## src/rtl/core/iec104_pkg.sv

```systemverilog
// Package for the IEC 104 ASDU object parser: types, codes and the per-type tables.
// Used by every module in rtl/core; depends on nothing.
package iec104_pkg;

  localparam int unsigned QueueDepth = 4;

  localparam logic [1:0] StatusOk        = 2'd0;
  localparam logic [1:0] StatusShort     = 2'd1;
  localparam logic [1:0] StatusUnsupport = 2'd2;
  localparam logic [1:0] StatusTruncated = 2'd3;

  typedef enum logic [3:0] {
    PH_HEADER = 4'b0001,
    PH_ADDR   = 4'b0010,
    PH_ELEM   = 4'b0100,
    PH_SKIP   = 4'b1000
  } phase_t;

  // One request passed from the byte parser to the record builder.
  typedef struct packed {
    logic        emit_obj;
    logic        emit_end;
    logic [7:0]  type_ident;
    logic [7:0]  vsq;
    logic [7:0]  cause;
    logic [7:0]  originator;
    logic [15:0] station;
    logic [24:0] address;
    logic [95:0] elem;
    logic [1:0]  status;
  } req_t;

  typedef struct packed {
    logic        record_kind;
    logic [7:0]  type_ident;
    logic [7:0]  variable_qualifier;
    logic [7:0]  cause_byte;
    logic [7:0]  originator;
    logic [15:0] station_address;
    logic [24:0] object_address;
    logic [31:0] value_bits;
    logic [7:0]  qualifier;
    logic [55:0] time_tag;
    logic [1:0]  status;
    logic        last_record;
  } rec_t;

  // Element length in bytes for each decoded type; zero means not decoded.
  function automatic logic [3:0] elem_len(input logic [7:0] t);
    case (t) inside
      8'd1, 8'd3, 8'd45, 8'd46, 8'd47, 8'd70, 8'd100, 8'd105: elem_len = 4'd1;
      8'd2, 8'd4:                        elem_len = 4'd4;
      8'd9, 8'd11, 8'd48, 8'd49:         elem_len = 4'd3;
      8'd13, 8'd15, 8'd50:               elem_len = 4'd5;
      8'd103:                            elem_len = 4'd7;
      8'd30, 8'd31, 8'd58, 8'd59:        elem_len = 4'd8;
      8'd34, 8'd35, 8'd61:               elem_len = 4'd10;
      8'd36, 8'd37, 8'd63:               elem_len = 4'd12;
      default:                           elem_len = 4'd0;
    endcase
  endfunction

endpackage

```

## src/rtl/core/iec104_front.sv

```systemverilog
// Byte parser: tracks header, address and element phases and produces build requests.
// Depends on iec104_pkg.
module iec104_front (
  input  logic                 clk,
  input  logic                 rst_n,
  input  logic                 in_push,
  output logic                 in_full,
  input  logic [7:0]           in_data_byte,
  input  logic                 in_end_of_asdu,
  output logic                 req_valid,
  output iec104_pkg::req_t     req,
  input  logic                 req_ready
);
  import iec104_pkg::*;

  phase_t      phase_r, phase_nxt;
  logic [3:0]  pos_r, pos_nxt;
  logic [7:0]  type_r, type_nxt, vsq_r, vsq_nxt, cause_r, cause_nxt, orig_r, orig_nxt;
  logic [15:0] station_r, station_nxt;
  logic [6:0]  done_r, done_nxt;
  logic [23:0] base_r, base_nxt, cur_r, cur_nxt;
  logic [95:0] elem_r, elem_nxt;
  logic        fin_r, fin_nxt;
  logic        acc, emit_obj, emit_end;
  logic [1:0]  status;
  logic [24:0] obj_addr;
  logic [3:0]  pos_inc;

  assign in_full = !req_ready;
  assign acc     = in_push && req_ready;
  assign pos_inc = pos_r + 4'd1;

  always_comb begin
    phase_nxt = phase_r; pos_nxt = pos_r; type_nxt = type_r; vsq_nxt = vsq_r;
    cause_nxt = cause_r; orig_nxt = orig_r; station_nxt = station_r; done_nxt = done_r;
    base_nxt = base_r; cur_nxt = cur_r; elem_nxt = elem_r; fin_nxt = fin_r;
    emit_obj = 1'b0;
    obj_addr = vsq_r[7] ? ({1'b0, base_r} + {18'd0, done_r}) : {1'b0, cur_r};
    case (phase_r)
      PH_HEADER: begin
        case (pos_r)
          4'd0: type_nxt = in_data_byte;
          4'd1: vsq_nxt = in_data_byte;
          4'd2: cause_nxt = in_data_byte;
          4'd3: orig_nxt = in_data_byte;
          4'd4: station_nxt = {8'd0, in_data_byte};
          default: station_nxt = {in_data_byte, station_r[7:0]};
        endcase
        pos_nxt = pos_inc;
        if (pos_inc >= 4'd6) begin
          pos_nxt = 4'd0; done_nxt = 7'd0;
          if (elem_len(type_r) == 4'd0) begin
            phase_nxt = PH_SKIP; fin_nxt = 1'b0;
          end else if (vsq_r[6:0] == 7'd0) begin
            phase_nxt = PH_SKIP; fin_nxt = 1'b1;
          end else begin
            phase_nxt = PH_ADDR;
          end
        end
      end
      PH_ADDR: begin
        case (pos_r[1:0])
          2'd0: cur_nxt = {16'd0, in_data_byte};
          2'd1: cur_nxt = {8'd0, in_data_byte, cur_r[7:0]};
          default: cur_nxt = {in_data_byte, cur_r[15:0]};
        endcase
        pos_nxt = pos_inc;
        if (pos_inc >= 4'd3) begin
          if (vsq_r[7]) base_nxt = cur_nxt;
          phase_nxt = PH_ELEM; pos_nxt = 4'd0;
        end
      end
      PH_ELEM: begin
        for (int i = 0; i < 12; i++) begin
          if (pos_r == 4'(i)) elem_nxt[8*i +: 8] = in_data_byte;
        end
        pos_nxt = pos_inc;
        if (pos_inc >= elem_len(type_r)) begin
          emit_obj = 1'b1;
          done_nxt = done_r + 7'd1;
          pos_nxt = 4'd0;
          if (done_nxt >= vsq_r[6:0]) begin
            phase_nxt = PH_SKIP; fin_nxt = 1'b1;
          end else begin
            phase_nxt = vsq_r[7] ? PH_ELEM : PH_ADDR;
          end
        end
      end
      default: ;
    endcase
    emit_end = in_end_of_asdu;
    case (phase_nxt)
      PH_HEADER: status = StatusShort;
      PH_ADDR, PH_ELEM: status = StatusTruncated;
      default: status = fin_nxt ? StatusOk : StatusUnsupport;
    endcase
    if (in_end_of_asdu) begin
      phase_nxt = PH_HEADER; pos_nxt = 4'd0; done_nxt = 7'd0; fin_nxt = 1'b0;
    end
  end

  always_ff @(posedge clk) begin
    if (!rst_n) begin
      phase_r <= PH_HEADER; pos_r <= '0; type_r <= '0; vsq_r <= '0; cause_r <= '0;
      orig_r <= '0; station_r <= '0; done_r <= '0; base_r <= '0; cur_r <= '0; fin_r <= 1'b0;
    end else if (acc) begin
      phase_r <= phase_nxt; pos_r <= pos_nxt; type_r <= type_nxt; vsq_r <= vsq_nxt;
      cause_r <= cause_nxt; orig_r <= orig_nxt; station_r <= station_nxt;
      done_r <= done_nxt; base_r <= base_nxt; cur_r <= cur_nxt; fin_r <= fin_nxt;
    end
  end

  always_ff @(posedge clk) begin
    if (acc) elem_r <= elem_nxt;
  end

  assign req_valid      = acc && (emit_obj || emit_end);
  assign req.emit_obj   = emit_obj;
  assign req.emit_end   = emit_end;
  assign req.type_ident = type_nxt;
  assign req.vsq        = vsq_nxt;
  assign req.cause      = cause_nxt;
  assign req.originator = orig_nxt;
  assign req.station    = station_nxt;
  assign req.address    = obj_addr;
  assign req.elem       = elem_nxt;
  assign req.status     = status;
endmodule

```

## src/rtl/core/iec104_queue.sv

```systemverilog
// Small FIFO of build requests between the byte parser and the record builder.
// Depends on iec104_pkg.
module iec104_queue #(
  parameter int unsigned Depth = iec104_pkg::QueueDepth
) (
  input  logic             clk,
  input  logic             rst_n,
  input  logic             wr_valid,
  input  iec104_pkg::req_t wr_data,
  output logic             wr_ready,
  output logic             rd_valid,
  output iec104_pkg::req_t rd_data,
  input  logic             rd_take
);
  import iec104_pkg::*;
  localparam int unsigned Aw = (Depth > 1) ? $clog2(Depth) : 1;

  req_t            mem_r [Depth];
  logic [Aw-1:0]   wp_r, rp_r;
  logic [Aw:0]     cnt_r;
  logic            wr, rd;

  assign wr_ready = cnt_r < (Aw+1)'(Depth);
  assign rd_valid = cnt_r != '0;
  assign rd_data  = mem_r[rp_r];
  assign wr = wr_valid && wr_ready;
  assign rd = rd_take && rd_valid;

  always_ff @(posedge clk) begin
    if (!rst_n) begin
      wp_r <= '0; rp_r <= '0; cnt_r <= '0;
    end else begin
      if (wr) wp_r <= (wp_r == Aw'(Depth-1)) ? '0 : wp_r + Aw'(1);
      if (rd) rp_r <= (rp_r == Aw'(Depth-1)) ? '0 : rp_r + Aw'(1);
      cnt_r <= cnt_r + (Aw+1)'(wr) - (Aw+1)'(rd);
    end
  end

  always_ff @(posedge clk) begin
    if (wr) mem_r[wp_r] <= wr_data;
  end
endmodule

```

## src/rtl/core/iec104_back.sv

```systemverilog
// Record builder: decodes queued requests into object and end records, registered output.
// Depends on iec104_pkg.
module iec104_back (
  input  logic             clk,
  input  logic             rst_n,
  input  logic             req_valid,
  input  iec104_pkg::req_t req,
  output logic             req_take,
  output logic             rec_valid,
  output iec104_pkg::rec_t rec,
  input  logic             rec_pop
);
  import iec104_pkg::*;

  logic        obj_done_r;  // object record of a combined request already sent
  logic        vld_r;
  rec_t        rec_r, obj_rec, end_rec, nxt_rec;
  logic        load, both;
  logic [7:0]  b [12];
  logic [15:0] u16;
  logic [31:0] u32;
  logic [95:0] e;

  assign e = req.elem;
  always_comb begin
    for (int i = 0; i < 12; i++) b[i] = e[8*i +: 8];
  end
  assign u16 = {b[1], b[0]};
  assign u32 = {b[3], b[2], b[1], b[0]};

  always_comb begin
    obj_rec = '0;
    obj_rec.type_ident = req.type_ident;
    obj_rec.variable_qualifier = req.vsq;
    obj_rec.cause_byte = req.cause;
    obj_rec.originator = req.originator;
    obj_rec.station_address = req.station;
    obj_rec.object_address = req.address;
    case (req.type_ident) inside
      8'd1, 8'd2, 8'd30, 8'd45, 8'd58: begin
        obj_rec.value_bits = {31'd0, b[0][0]}; obj_rec.qualifier = b[0];
        if (req.type_ident == 8'd2) obj_rec.time_tag = {32'd0, e[31:8]};
        else if (req.type_ident != 8'd1 && req.type_ident != 8'd45)
          obj_rec.time_tag = e[63:8];
      end
      8'd3, 8'd4, 8'd31, 8'd46, 8'd59, 8'd47: begin
        obj_rec.value_bits = {30'd0, b[0][1:0]}; obj_rec.qualifier = b[0];
        if (req.type_ident == 8'd4) obj_rec.time_tag = {32'd0, e[31:8]};
        else if (req.type_ident == 8'd31 || req.type_ident == 8'd59)
          obj_rec.time_tag = e[63:8];
      end
      8'd9, 8'd11, 8'd48, 8'd49, 8'd34, 8'd35, 8'd61: begin
        obj_rec.value_bits = {{16{u16[15]}}, u16}; obj_rec.qualifier = b[2];
        if (req.type_ident == 8'd34 || req.type_ident == 8'd35 || req.type_ident == 8'd61)
          obj_rec.time_tag = e[79:24];
      end
      8'd13, 8'd50, 8'd15, 8'd36, 8'd63, 8'd37: begin
        obj_rec.value_bits = u32; obj_rec.qualifier = b[4];
        if (req.type_ident == 8'd36 || req.type_ident == 8'd63 || req.type_ident == 8'd37)
          obj_rec.time_tag = e[95:40];
      end
      8'd70: begin
        obj_rec.value_bits = {25'd0, b[0][6:0]}; obj_rec.qualifier = b[0];
      end
      8'd100, 8'd105: obj_rec.qualifier = b[0];
      8'd103: obj_rec.time_tag = e[55:0];
      default: ;
    endcase
  end

  always_comb begin
    end_rec = '0;
    end_rec.record_kind = 1'b1;
    end_rec.status = req.status;
    end_rec.last_record = 1'b1;
    if (req.status != StatusShort) begin
      end_rec.type_ident = req.type_ident;
      end_rec.variable_qualifier = req.vsq;
      end_rec.cause_byte = req.cause;
      end_rec.originator = req.originator;
      end_rec.station_address = req.station;
    end
  end

  assign both    = req.emit_obj && req.emit_end;
  assign load    = req_valid && (!vld_r || rec_pop);
  assign nxt_rec = (req.emit_obj && !obj_done_r) ? obj_rec : end_rec;
  assign req_take = load && !(both && !obj_done_r);
  assign rec_valid = vld_r;
  assign rec = rec_r;

  always_ff @(posedge clk) begin
    if (!rst_n) begin
      vld_r <= 1'b0; obj_done_r <= 1'b0;
    end else begin
      if (load) vld_r <= 1'b1;
      else if (rec_pop) vld_r <= 1'b0;
      if (load) obj_done_r <= both && !obj_done_r;
    end
  end

  always_ff @(posedge clk) begin
    if (load) rec_r <= nxt_rec;
  end
endmodule

```

## src/rtl/core/iec104_asdu_object_parser.sv

```systemverilog
// IEC 104 ASDU object parser, top level: parser front, request queue, record builder.
// Throughput: one byte per cycle while the queue has room; records leave at one per cycle
// while pop is held and requests are queued. A record reaches the result ports through the
// queue write and then the output register. A byte that completes an object and ends the
// ASDU yields two records, the object record first. Synchronous active-low reset clears the
// parser state, the queue pointers and the output valid flag; element bytes are not reset.
module iec104_asdu_object_parser #(
  parameter int unsigned QueueDepth = iec104_pkg::QueueDepth
) (
  input  logic        clk,
  input  logic        rst_n,
  input  logic        push,
  output logic        full,
  input  logic [7:0]  in_data_byte,
  input  logic        in_end_of_asdu,
  output logic        empty,
  input  logic        pop,
  output logic        out_record_kind,
  output logic [7:0]  out_type_ident,
  output logic [7:0]  out_variable_qualifier,
  output logic [7:0]  out_cause_byte,
  output logic [7:0]  out_originator,
  output logic [15:0] out_station_address,
  output logic [24:0] out_object_address,
  output logic signed [31:0] out_value_bits,
  output logic [7:0]  out_qualifier,
  output logic [55:0] out_time_tag,
  output logic [1:0]  out_status,
  output logic        out_last_record
);
  import iec104_pkg::*;

  // The front accepts a byte whenever the queue has room, so the parser state
  // advances on each accepted byte; each queued request holds one or two records.
  logic  f_valid, f_ready, q_valid, q_take, r_valid;
  req_t  f_req, q_req;
  rec_t  r;

  iec104_front u_front (
    .clk, .rst_n, .in_push(push), .in_full(full), .in_data_byte, .in_end_of_asdu,
    .req_valid(f_valid), .req(f_req), .req_ready(f_ready)
  );

  iec104_queue #(.Depth(QueueDepth)) u_queue (
    .clk, .rst_n, .wr_valid(f_valid), .wr_data(f_req), .wr_ready(f_ready),
    .rd_valid(q_valid), .rd_data(q_req), .rd_take(q_take)
  );

  // The builder holds each record in a register until it is popped.
  iec104_back u_back (
    .clk, .rst_n, .req_valid(q_valid), .req(q_req), .req_take(q_take),
    .rec_valid(r_valid), .rec(r), .rec_pop(pop)
  );

  assign empty                  = !r_valid;
  assign out_record_kind        = r.record_kind;
  assign out_type_ident         = r.type_ident;
  assign out_variable_qualifier = r.variable_qualifier;
  assign out_cause_byte         = r.cause_byte;
  assign out_originator         = r.originator;
  assign out_station_address    = r.station_address;
  assign out_object_address     = r.object_address;
  assign out_value_bits         = r.value_bits;
  assign out_qualifier          = r.qualifier;
  assign out_time_tag           = r.time_tag;
  assign out_status             = r.status;
  assign out_last_record        = r.last_record;
endmodule

```

## config.mk

```make
export PLATFORM = sky130hd
export DESIGN_NAME = iec104_asdu_object_parser
export DESIGN_NICKNAME = d
export VERILOG_FILES = /design/src/rtl/core/iec104_pkg.sv /design/src/rtl/core/iec104_front.sv /design/src/rtl/core/iec104_queue.sv /design/src/rtl/core/iec104_back.sv /design/src/rtl/core/iec104_asdu_object_parser.sv
export SDC_FILE = /design/constraint.sdc
export NUM_CORES = 1
export LEC_CHECK = 0
export ABC_AREA = 1
export BUFFER_PORTS_ARGS = -buffer_cell sky130_fd_sc_hd__buf_2
export CORE_ASPECT_RATIO = 1.4
export CORE_MARGIN = 5
export CORE_UTILIZATION = 40
export DETAILED_ROUTE_END_ITERATION = 10
export GPL_ROUTABILITY_DRIVEN = 0
export PLACE_DENSITY = 0.54
export REMOVE_ABC_BUFFERS = 1
export SYNTH_ARGS = -nofsm -noshare
export SYNTH_HDL_FRONTEND = slang
export SYNTH_SLANG_ARGS = --single-unit
```

## constraint.sdc

```tcl
create_clock -name clk -period 13.4 [get_ports clk]
set_input_delay 1.34 -clock clk [delete_from_list [all_inputs] [get_ports clk]]
set_output_delay 1.34 -clock clk [all_outputs]
set_load 0.005 [all_outputs]
```

==> results of run 1 <==
## metrics by stage
stage                     hold slack, ps  setup WS, ps  cell area, µm²  total power (W)  TNS (ps)
after floorplan                      424          -786           44600          0.00662    -37900
after global placement               435          8120           47900          0.00803         0
after detailed placement             440          8070           47900          0.00804         0
after CTS                            450          8060           51500           0.0111         0
after global routing                 459          7800           51500           0.0116         0
final                                447          8120           51500           0.0110         0
## flip-flops by register name, summed over array words and instances, names as in the netlist, 3 cells and up, named ones only
name / cells
u_front.cur_r: 24
u_queue.cnt_r: 3
u_front.elem_r: 96
u_front.station_r: 16
u_front.base_r: 24
u_front.cause_r: 8
u_front.vsq_r: 8
u_front.orig_r: 8
u_queue.mem_r: 692
u_back.rec: 172
u_front.done_r: 7
u_front.phase_r: 4
u_front.pos_r: 4
u_front.type_r: 8
## report_power, final
group	switching [W]	internal [W]
Combinational	0.00254	0.000824
Sequential	0.000200	0.00438
Clock	0.00132	0.00176
## worst max-delay path by stage
stage                           start              endpoint  slack, ps  cells past startpoint
floorplan                   flip-flop       u_back.rec[124]       -790                      9
global placement    u_front.type_r[7]  u_queue.mem_r[1][58]       8120                     19
detailed placement  u_front.type_r[7]  u_queue.mem_r[1][49]       8070                     19
CTS                 u_front.type_r[7]  u_queue.mem_r[1][58]       8060                     19
global route        u_front.type_r[3]  u_queue.mem_r[1][58]       7800                     18
finish              u_front.type_r[7]  u_queue.mem_r[1][58]       8120                     19
## cell type report
cell class	instances	area, µm²
Clock inverter	72	778
Antenna cell	1	2.50
Clock buffer	126	2780
Inverter	268	1030
Timing Repair Buffer	232	1350
Tap cell	1480	1850
Sequential cell	1083	31300
Fill cell	10400	61800
Multi-Input combinational cell	2575	12400
## layer usage
metal	routed length [µm]	vias to the layer above
met2	66100	1083
met4	5560	4
li1	-	14800
met3	7780	260
met5	27	-
met1	54200	15400
## cell families after synthesis
kind of cell	Yosys count	synth area share
AND/OR/NAND/NOR	1518	0.136
flip-flops	1083	0.686
XOR/XNOR	21	0.00403
adder cells (fa/ha/maj)	34	0.00965
buffers and inverters	492	0.0436
AO/OA/AOI/OAI	1002	0.121
## worst max-delay path: cells and delay by family, from the launching register on
kind | cells | cell delay (ps)
fa+ha+maj | 1 | 280
compound gates | 2 | 430
simple gates | 9 | 1720
buf+inv | 7 | 2040
flops | 1 | 320
## synth_stat cells, types with 18 or more instances
| master | n | share of area |
|---|---|---|
| inv_1 | 245 | 0.020 |
| clkbuf_1 | 148 | 0.012 |
| edfxtp_1 | 960 | 0.63 |
| a32oi_1 | 41 | 0.0079 |
| o21ai_0 | 546 | 0.060 |
| nor3_1 | 18 | 0.0020 |
| a21oi_1 | 243 | 0.027 |
| nand2_1 | 629 | 0.052 |
| or2_2 | 57 | 0.0078 |
| nor2_1 | 641 | 0.053 |
| ha_1 | 32 | 0.0088 |
| buf_1 | 20 | 0.0016 |
| nand3_1 | 119 | 0.013 |
| dfxtp_1 | 123 | 0.054 |
| buf_2 | 41 | 0.0045 |
| nand4_1 | 23 | 0.0032 |
| o22ai_1 | 96 | 0.013 |
==> qor.yml, run 1 <==
outcome:
  status: "finished clean"
hold_path:
  min-delay-start: "u_front.cur_r[16]"
  min-delay-path-class: "flip-flop to flip-flop"
  hold-path-cell-count: 2
  min_to: "u_front.cur_r[16]"
power_and_ir_drop:
  leakage_nw: 19.0
  vdd_ir_drop_max_mv: 0.187
  powerDensity_mw_per_mm2: 214
synthesis:
  synthArstFlopShare: 0
  avgSynthCellArea_um2: 11.0
  synthCells: 4150
  ys.flop_type: "edfxtp_1"
  synth_enable_flop_cells: 960
  netlist_area_mm2: 0.0456
  ys_warn_count: 0
  ys_seq_area_frac: 0.686
  ys_types: 54
  yosys_register_bits: 1083
critical_path:
  critPathCaptureType: "flip-flop"
  cp_cell_sequence: "inv_1 -> nand2_1 -> nor2_1 -> inv_1 -> nor2_1 -> nor2_1 -> inv_1 -> nor2_1 -> ha_1 -> inv_1 -> nor2_1 -> o211ai_1 -> nand3_1 -> nand2_1 -> a21oi_1 -> inv_1 -> nor2_4 -> buf_4 -> buf_4"
  r2r_start: "u_front.type_r[7]"
  worst_ep_arrival_time_ps: 5590
  criticalPathCategory: "flip-flop to flip-flop"
  worstPathMaxFanout: 49
  r2r_end: "u_queue.mem_r[1][58]"
  cp_data_required_time_ps: 13720
  ff2ff_setup_slack_ps: 8120
  timing.critical_path.slowest_stage_cell: "nor2_4"
  critical_path.max_stage_delay_ps: 830
  r2r_cells: 19
  start_kind: "flip-flop"
cts:
  cts_sinks: 1083
  hold_buffers: 0
  root_buffer: "clkbuf_16"
  cts-buffers-inserted: 105
  cts.htree.levels: 3
  cts-resized-gates: 0
  cts.clk_slew.worst_paths_ps: 60
  clockBufferDepth: 3
  cts_tree: "yes"
  cts_setup_buffers: 0
  insertion_delay_ps: 720
die:
  dieArea_mm2: 0.121
  num_io_pins: 188
  core_area_mm2: 0.113
  die_y_um: 410
  start_util: 0.403
  rows: 146
  die_x_um: 295
timing:
  fin_skew_ps: 29.9
  min_period_ps: 5280
  max_slew_margin: 0.245
  max_freq_mhz: 190
  slew_viol_final: 0
  final-hold-violation-count: 0
  worst_pin_slew_ps: 1130
  setup-violations-final: 0
  rsz0062_at_grt: "false"
  min_period_over_period: 0.394
drt:
  drt_wl_total_mm: 134
  vias: 31600
  antenna_left: 0
  post_drt_wl_per_cell_um: 22.9
  drc: 0
  drtIter0Drc: 2867
  via_per_inst: 5.41
  first_pass_iters: 7
grt:
  grt_pass1_vias: 30600
  antenna_found_initial: 7
  grt_pass1_wl_mm: 199
  grtUsageTotal: 0.216
  grt_overflow: 0
  grt_use_met2: 0.373
  gr-usage-met1: 0.275
  grt_util_met3: 0.0283
  busiest_layer: "met2"
  grt_max_degree: 166
finish:
  syn2layout_area_growth_pct: 12.9
  nNetsFinal: 4312
  finish.utilization: 0.455
  post_layout_nonfiller_instances: 5837
  final_common_cell: "edfxtp_1"
  final_cell_mix: "edfxtp_1, nor2_1, nand2_1, o21ai_0, inv_1"
  drive_above_1_share: 0.120
place:
  dp_cells: 5638
  port-buffer-count: 187
  hpwl_mm: 78.9
run:
  maxCapViolCount: 0
No activity file was read; power rests on OpenSTA's default activity.
==> run 2: changes to the inputs <==
- clock period: 13.4 -> 5.4 ns (I/O delays scaled with it)
==> qor.yml, run 2 (synthesis results as in run 1) <==
critical_path:
  ff2ff_setup_slack_ps: 1470  # was 8120 ps
  criticalPathCategory: "flip-flop to flip-flop"  # unchanged
  worstPathMaxFanout: 114  # was 49
  r2r_end: "u_back.rec[89]"  # was u_queue.mem_r[1][58]
  worst_ep_arrival_time_ps: 4440  # was 5590 ps
  start_kind: "flip-flop"  # unchanged
  timing.critical_path.slowest_stage_cell: "inv_8"  # was nor2_4
  cp_data_required_time_ps: 5910  # was 13,720 ps
  critPathCaptureType: "flip-flop"  # unchanged
  crit_end: "u_back.rec[89]"  # was u_queue.mem_r[1][58]
  critical_path.max_stage_delay_ps: 530  # was 830 ps
  r2r_cells: 15  # was 19
  cp_cell_sequence: "inv_8 -> nand2_1 -> nand3_1 -> nand2_1 -> nand2_2 -> nor2_1 -> nand3_1 -> nand2_1 -> nand2_1 -> nand2_1 -> nor2_4 -> nand2_4 -> inv_6 -> nand2_4 -> a21oi_1"  # was inv_1 -> nand2_1 -> nor2_1 -> inv_1 -> nor2_1 -> nor2_1 -> inv_1 -> nor2_1 -> ha_1 -> inv_1 -> nor2_1 -> o211ai_1 -> nand3_1 -> nand2_1 -> a21oi_1 -> inv_1 -> nor2_4 -> buf_4 -> buf_4
  cp_common_cell: "nand2_1"
outcome:
  status: "finished clean"  # unchanged
grt:
  grt_overflow: 0  # unchanged
  grt_util_met3: 0.0248  # was 0.0283
  grt_pass1_vias: 30200  # was 30,600
  antenna_found_initial: 4  # was 7
  grt_max_degree: 157  # was 166
  busiest_layer: "met2"  # unchanged
  grt_use_met2: 0.361  # was 0.373
  gr-usage-met1: 0.268  # was 0.275
  grtUsageTotal: 0.210  # was 0.216
  grt_pass1_wl_mm: 194  # was 199 mm
cts:
  cts_tree: "yes"  # unchanged
  cts-buffers-inserted: 102  # was 105
  cts-resized-gates: 0  # unchanged
  cts_setup_buffers: 0  # unchanged
  cts_sinks: 1083  # unchanged
  hold_buffers: 0  # unchanged
  cts.clk_slew.worst_paths_ps: 60  # about the same
  clockBufferDepth: 3  # unchanged
  cts.htree.levels: 3  # unchanged
  insertion_delay_ps: 700  # was 720 ps
  root_buffer: "clkbuf_16"  # unchanged
drt:
  antenna_left: 0  # unchanged
  via_per_inst: 5.37  # was 5.41
  first_pass_iters: 6  # was 7
  drtIter0Drc: 2732  # was 2,867
  drt_wl_total_mm: 130  # was 134 mm
  post_drt_wl_per_cell_um: 22.2  # was 22.9 µm
  drc: 0  # unchanged
  vias: 31300  # was 31,600
die:
  dieArea_mm2: 0.121  # unchanged
  die_x_um: 295  # unchanged
  core_area_mm2: 0.113  # unchanged
  start_util: 0.403  # unchanged
  num_io_pins: 188  # unchanged
  die_y_um: 410  # unchanged
  rows: 146  # unchanged
finish:
  fill_cells: 10500  # was 10,400
  syn2layout_area_growth_pct: 12.6  # was 12.9%
  finish.utilization: 0.453  # was 0.455
  regMostFlops: "u_queue.mem_r"  # unchanged
  multiInputGateArea_mm2: 0.0124  # unchanged
  post_layout_nonfiller_instances: 5840  # was 5,837
  nNetsFinal: 4322  # was 4,312
  drive_above_1_share: 0.121  # was 0.120
  largest_register_ffs: 692  # unchanged
  final_common_cell: "edfxtp_1"  # unchanged
  seqCellArea_mm2: 0.0313  # unchanged
  final_cell_mix: "edfxtp_1, nor2_1, nand2_1, o21ai_0, inv_1"  # unchanged
power_and_ir_drop:
  powerDensity_mw_per_mm2: 524  # was 214 mW/mm²
  power.total_w: 0.0269  # was 0.0110 W
  vdd_ir_drop_max_mv: 0.317  # was 0.187 mV
  leakage_nw: 18.9  # was 19.0 nW
place:
  port-buffer-count: 187  # unchanged
  dp_cells: 5651  # was 5,638
  hpwl_mm: 78.0  # was 78.9 mm
timing:
  slew_viol_final: 0  # unchanged
  fin_hold_ws_ps: 188  # was 447 ps
  max_freq_mhz: 255  # was 190 MHz
  rsz0062_at_grt: "false"  # unchanged
  fin_skew_ps: 38.2  # was 29.9 ps
  setup-violations-final: 0  # unchanged
  max_slew_margin: 0.307  # was 0.245
  worst_pin_slew_ps: 1040  # was 1130 ps
  min_period_over_period: 0.727  # was 0.394
  final-hold-violation-count: 0  # unchanged
  min_period_ps: 3930  # was 5280 ps
  tns_ps: 0  # unchanged
hold_path:
  min-delay-path-class: "input port to flip-flop"  # was flip-flop to flip-flop
  min-delay-start: "in_end_of_asdu"  # was u_front.cur_r[16]
run:
  maxCapViolCount: 0  # unchanged
run 2: layout make-up:
class / instances / share of cell area
diodes: 1 / 0.0000487
well taps: 1480 / 0.0361
clock buffers: 126 / 0.0537
repair buffers: 245 / 0.0291
inverters: 268 / 0.0200
flip-flops and latches: 1083 / 0.609
multi-input cells: 2575 / 0.241
clock inverters: 62 / 0.0102
run 2: routing by layer:
layer / routed length, µm / up-vias
met5: 28 / -
met4: 5690 / 6
met3: 6770 / 266
met2: 64000 / 958
met1: 53300 / 15300
li1: - / 14800
run 2: per-stage QoR:
step	instance area, µm²	setup WS, ps
floorplan	44600	-8790
global placement	48100	1580
detailed placement	48100	1580
CTS	51400	1520
global route	51400	1180
finish	51400	1470
run 2: worst min path at each step:
stage,cells after the start,end,slack [ps]
floorplan,2,u_front.cur_r[23],420
global placement,2,u_front.cur_r[20],440
detailed placement,2,u_front.cur_r[18],440
CTS,1,u_queue.mem_r[2][171],130
global route,1,u_queue.mem_r[2][171],170
finish,1,u_queue.mem_r[2][171],190
run 2: where the power goes:
group	leakage, nW	switching (W)	internal [W]	total, W
logic	7.33	0.00634	0.00216	0.00849
registers	10.0	0.000475	0.0109	0.0113
clock network	1.59	0.00316	0.00393	0.00709
total	18.9	0.00997	0.0169	0.0269
run 2: critical path: cells and delay by family (launching register included):
| kind | cells | cell delay (ps) |
|---|---|---|
| AO/OA/AOI/OAI | 1 | 220 |
| flip-flops | 1 | 490 |
| AND/OR/NAND/NOR | 12 | 2130 |
| buffers and inverters | 2 | 780 |
